`src/sv/odometry_pose_correction_unit_defines.svh`:
```
// Assertion macros shared by the pose correction RTL.
// No dependencies; the including module must provide clk and arst_n.
`ifndef ODOMETRY_POSE_CORRECTION_UNIT_DEFINES_SVH
`define ODOMETRY_POSE_CORRECTION_UNIT_DEFINES_SVH

// same-cycle implication, gated by reset
`define OPC_ASSERT_IMPLY(lbl, ante, cons) \
	lbl: assert property (@(posedge clk) disable iff (!arst_n) (ante) |-> (cons)) \
		else $error("opc: same-cycle check failed");

// next-cycle implication, gated by reset
`define OPC_ASSERT_NEXT(lbl, ante, cons) \
	lbl: assert property (@(posedge clk) disable iff (!arst_n) (ante) |=> (cons)) \
		else $error("opc: next-cycle check failed");

`endif

```
`src/sv/opc_pkg.sv`:
```
// Shared constants, register codes and the CORDIC arctangent table.
// No dependencies.
package opc_pkg;

	localparam int POS_WIDTH_DEF     = 32;
	localparam int ANGLE_WIDTH_DEF   = 16;
	localparam int CORDIC_STAGES_DEF = 16;

	// CORDIC datapath: 64-bit x/y, 33-bit signed angle accumulator
	localparam int CORDIC_W = 64;
	localparam int ZW       = 33;

	// 1/K in Q0.30
	localparam logic [29:0] INV_GAIN  = 30'd652032874;
	localparam int          INV_SHIFT = 30;

	localparam logic [31:0] HALF_TURN    = 32'h8000_0000;
	localparam logic [31:0] QUARTER_TURN = 32'h4000_0000;

	localparam logic [30:0] MIN_TRANS_RESET = 31'd3277;

	localparam int CFG_IDX_W = 3;

	typedef enum logic [CFG_IDX_W-1:0] {
		REG_ODOM_REF_X     = 3'd0,
		REG_ODOM_REF_Y     = 3'd1,
		REG_ODOM_REF_HEAD  = 3'd2,
		REG_GLOBAL_REF_X   = 3'd3,
		REG_GLOBAL_REF_Y   = 3'd4,
		REG_GLOBAL_REF_HEAD = 3'd5,
		REG_MIN_TRANS      = 3'd6
	} cfg_reg_t;

	// atan(2^-i) as a 32-bit full-turn angle
	function automatic logic [31:0] opc_atan(input int unsigned i);
		logic [31:0] a;
		case (i)
			0:  a = 32'h20000000;
			1:  a = 32'h12E4051E;
			2:  a = 32'h09FB385B;
			3:  a = 32'h051111D4;
			4:  a = 32'h028B0D43;
			5:  a = 32'h0145D7E1;
			6:  a = 32'h00A2F61E;
			7:  a = 32'h00517C55;
			8:  a = 32'h0028BE53;
			9:  a = 32'h00145F2F;
			10: a = 32'h000A2F98;
			11: a = 32'h000517CC;
			12: a = 32'h00028BE6;
			13: a = 32'h000145F3;
			14: a = 32'h0000A2FA;
			15: a = 32'h0000517D;
			16: a = 32'h000028BE;
			17: a = 32'h0000145F;
			18: a = 32'h00000A30;
			19: a = 32'h00000518;
			20: a = 32'h0000028C;
			21: a = 32'h00000146;
			22: a = 32'h000000A3;
			23: a = 32'h00000051;
			24: a = 32'h00000029;
			25: a = 32'h00000014;
			26: a = 32'h0000000A;
			27: a = 32'h00000005;
			28: a = 32'h00000003;
			29: a = 32'h00000001;
			30: a = 32'h00000001;
			default: a = 32'h00000000;
		endcase
		return a;
	endfunction

endpackage

```
`src/sv/opc_cordic_cell.sv`:
```
// One CORDIC micro-rotation cell with registered outputs.
// Depends on opc_pkg (datapath widths, arctangent table).
module opc_cordic_cell import opc_pkg::*; #(
	parameter int SHIFT       = 0,
	parameter bit VECTOR_MODE = 1'b0
) (
	input  logic                       clk,
	input  logic                       adv,
	input  logic signed [CORDIC_W-1:0] x_in,
	input  logic signed [CORDIC_W-1:0] y_in,
	input  logic        [ZW-1:0]       z_in,
	output logic signed [CORDIC_W-1:0] x_q,
	output logic signed [CORDIC_W-1:0] y_q,
	output logic        [ZW-1:0]       z_q
);
	localparam logic [ZW-1:0] ATAN = {1'b0, opc_atan(SHIFT)};

	logic                       sigma;
	logic signed [CORDIC_W-1:0] xs;
	logic signed [CORDIC_W-1:0] ys;

	// rotation direction: drive y to zero when vectoring, z to zero when rotating
	assign sigma = VECTOR_MODE ? y_in[CORDIC_W-1] : !z_in[ZW-1];
	assign xs = x_in >>> SHIFT;
	assign ys = y_in >>> SHIFT;

	always_ff @(posedge clk) begin
		if (adv) begin
			if (sigma) begin
				x_q <= x_in - ys;
				y_q <= y_in + xs;
				z_q <= z_in - ATAN;
			end else begin
				x_q <= x_in + ys;
				y_q <= y_in - xs;
				z_q <= z_in + ATAN;
			end
		end
	end
endmodule
```
`config.mk`:
```
export PLATFORM = sky130hd
export DESIGN_NAME = opc_cordic_cell
export DESIGN_NICKNAME = d
export VERILOG_FILES = /design/src/sv/odometry_pose_correction_unit_defines.svh /design/src/sv/opc_pkg.sv /design/src/sv/opc_cordic_cell.sv
export SDC_FILE = /design/constraint.sdc
export NUM_CORES = 1
export LEC_CHECK = 0
export BUFFER_PORTS_ARGS = -buffer_cell sky130_fd_sc_hd__buf_4
export CAP_MARGIN = 20
export CORE_MARGIN = 3
export CORE_UTILIZATION = 44
export CTS_BUF_LIST = sky130_fd_sc_hd__clkbuf_4 sky130_fd_sc_hd__clkbuf_8 sky130_fd_sc_hd__clkbuf_16
export CTS_CLUSTER_DIAMETER = 50
export CTS_CLUSTER_SIZE = 14
export DETAILED_ROUTE_END_ITERATION = 12
export GPL_TIMING_DRIVEN = 0
export PLACE_DENSITY = 0.66
export SLEW_MARGIN = 10
export SYNTH_ARGS = -nofsm -noshare
export SYNTH_HDL_FRONTEND = slang
export SYNTH_SLANG_ARGS = --single-unit
```
`constraint.sdc`:
```
create_clock -name clk -period 7.7 [get_ports clk]
set_input_delay 1.54 -clock clk [delete_from_list [all_inputs] [get_ports clk]]
set_output_delay 1.54 -clock clk [all_outputs]
set_load 0.01 [all_outputs]
```
==> impl_metrics.json <==
{
  "htreeDepth": 4,
  "drc": 0,
  "fin_crit_sh_pct": 72.4,
  "drive_gt1_share_pct": 18.3,
  "synth_area_leaders": "edfxtp_1 (28%), ha_1 (14%), a21oi_1 (8.3%)",
  "cp.required_ps": 7890,
  "maxSlewHeadroom_pct": 18.7,
  "synth_top_family_by_area": "compound AO/OA/AOI/OAI gates",
  "antenna_found_initial": 0,
  "hold_class": "input port to flip-flop",
  "clk_pin_slew_ps": 70,
  "fin_crit_ps": 5570,
  "rsz0062_at_grt": "no",
  "final_antenna_net_count": 0,
  "clock_tree.buffer_depth": 2,
  "synth_compound_area_share_pct": 28.5,
  "routed_wl_mm": 75.4,
  "critPathMaxStageDelay_ps": 740,
  "synth-simple-area-share_pct": 14.3,
  "antenna_cells": 0,
  "path_class": "input port to flip-flop",
  "synthArstFlopShare_pct": 0,
  "crit_arrival_ps": 5760,
  "cts_setup_buffers": 0,
  "yosysSeqAreaShare_pct": 27.8,
  "syn_nets": 2448,
  "core_area_mm2": 0.0382,
  "dpl.hpwl_mm": 61.4,
  "p_per_area_mw_per_mm2": 177,
  "path_cells": "buf_4 -> ha_1 -> fa_1 -> nor2b_1 -> o21ai_0 -> a211oi_1 -> o21ai_1 -> nand2_1 -> a21oi_1 -> o21ai_0 -> nor2b_1 -> o221ai_1 -> xnor2_1",
  "io_pins": 324,
  "worst_pin_slew_ps": 1220,
  "power.switching_mw": 1.52,
  "mostFrequentLayoutCells": "buf_4 (329), a21oi_1 (287), ha_1 (192)",
  "place_inst": 2926,
  "crit_family": "compound AO/OA/AOI/OAI gates",
  "dieHeight_um": 204,
  "drt-initial-drc-count": 2355,
  "finalSetupViolCount": 0,
  "fp.dieW_um": 204,
  "synth-xor-area-share_pct": 6.19,
  "cts-buffers-inserted": 17,
  "cts_sinks": 160,
  "cp-end-kind": "flip-flop",
  "grt_max_degree": 104,
  "internal_power_mw": 2.19,
  "finalHoldViolCount": 0,
  "grt.overflow.total": 0,
  "netlist_area_mm2": 0.0173,
  "die_area_mm2": 0.0417,
  "layout.nets": 2793,
  "grt_pass1_wl_mm": 110,
  "area_growth_pct": 21.5,
  "start_util_pct": 45.2,
  "vdd_ir_drop_max_mv": 0.174,
  "maxCapViolations": 0,
  "layout_commonest_cell": "buf_4",
  "path_buf_inv": 1,
  "report.final.slew_viol_count": 0,
  "grt_usage_pct": 35.0,
  "leakage_nw": 8.98,
  "synth-edff-count": 160,
  "crit_path_max_fanout": 4,
  "yosysWarningCount": 0,
  "clkPwrFrac_pct": 23.8,
  "vias_per_cell": 6.26,
  "synth_fa_ha_area_share_pct": 14.4,
  "port_buffers": 322,
  "routedWlPerCell_um": 25.5,
  "ys.flop_type": "edfxtp_1",
  "start_kind": "input port",
  "place_congestion": 1.12,
  "cts_tree": "done",
  "instances_no_fill": 2958,
  "max_freq_mhz": 179,
  "cts_resized": 0,
  "synthCells": 2089,
  "ctsHoldBuffers": 0,
  "route.vias.total": 18511,
  "synth_mux_area_share_pct": 1.87,
  "ys_ff_latch": 160,
  "status": "finished, final reports clean",
  "syn_avg_cell_area_um2": 8.27,
  "setup_tns_ps": 0,
  "rows": 71,
  "yosysTopAreaCell": "edfxtp_1",
  "p_comb_share_pct": 44.3,
  "grt_pass1_vias": 17393,
  "power_frac_seq_pct": 32.0,
  "crit_slowest_cell": "a21oi_1",
  "synth_top_area_share_pct": 27.8,
  "yosys.cell_types.count": 92,
  "p_sw_share_pct": 41.1,
  "root_buffer": "clkbuf_16",
  "dr.pass1.iters": 6
}
==> state kept, by name, summed over array words and instances (netlist names) <==
register  cells
z_q          33
x_q          64
y_q          63
==> routing by layer <==
layer	track usage (%)	vias up	share of wire, %
met4	12.9	0	3.8
met2	52.0	1161	42
met3	6.15	170	10
met5	0	-	0
li1	-	8303	-
met1	50.7	8877	44
==> cell type report <==
type / count / area (um^2)
Buffer: 92 / 432
Clock buffer: 17 / 425
Clock inverter: 15 / 146
Fill cell: 3678 / 17200
Inverter: 205 / 769
Multi-Input combinational cell: 1632 / 11300
Sequential cell: 160 / 4800
Tap cell: 511 / 639
Timing Repair Buffer: 326 / 2490
==> power groups by stage <==
stage	combinational [mW]	sequential (mW)	clock (mW)
final	1.64	1.19	0.881
after global routing	1.74	1.20	0.916
after CTS	1.60	1.19	0.894
after detailed placement	1.59	1.20	0
after global placement	1.59	1.20	0
after floorplan	0.825	1.27	0
==> final timing paths <==
| check | start | end | slack, ps | cells after the start |
|---|---|---|---|---|
| hold / removal | z_in[22] | z_q[22] | 1250 | 1 |
| setup / recovery | x_in[0] | y_q[56] | 2130 | 13 |
==> synthesized netlist by cell type (10+ instances only) <==
cell type,count
a211oi_1,14
a31oi_1,19
o21a_1,22
buf_2,26
nand4_1,50
mux2i_1,30
nand3_1,33
xor2_1,10
nor4_1,26
o21bai_1,70
nor3_1,37
o31ai_1,25
ha_1,192
o211ai_1,19
edfxtp_1,160
a21o_1,38
nand2_1,134
nor2b_1,25
nor2_1,139
a21oi_1,287
clkbuf_1,41
o21ai_0,153
xnor2_1,112
o21ai_1,14
buf_1,13
inv_1,191
==> kinds of logic after synthesis <==
logic type	count (synthesis)
adders and majority gates	196
xor gates and xnor gates	122
AOI/OAI and AO/OA	777
DFF	160
buffers and inverters	297
muxes	32
and+or+nand+nor	505
==> metrics by stage <==
stage / util (%) / power, mW / worst slack (ps) / area [um^2] / hold WS [ps]
CTS: 54.9 / 3.68 / 2440 / 21000 / 1240
floorplan: - / 2.09 / 3490 / 17300 / 1640
finish: 54.9 / 3.71 / 2130 / 21000 / 1250
detailed placement: 53.4 / 2.80 / 1950 / 20400 / 1720
global route: 54.9 / 3.86 / 2150 / 21000 / 1240
global placement: 53.2 / 2.79 / 1900 / 20300 / 1720
Power figures use the tool's default switching activity.
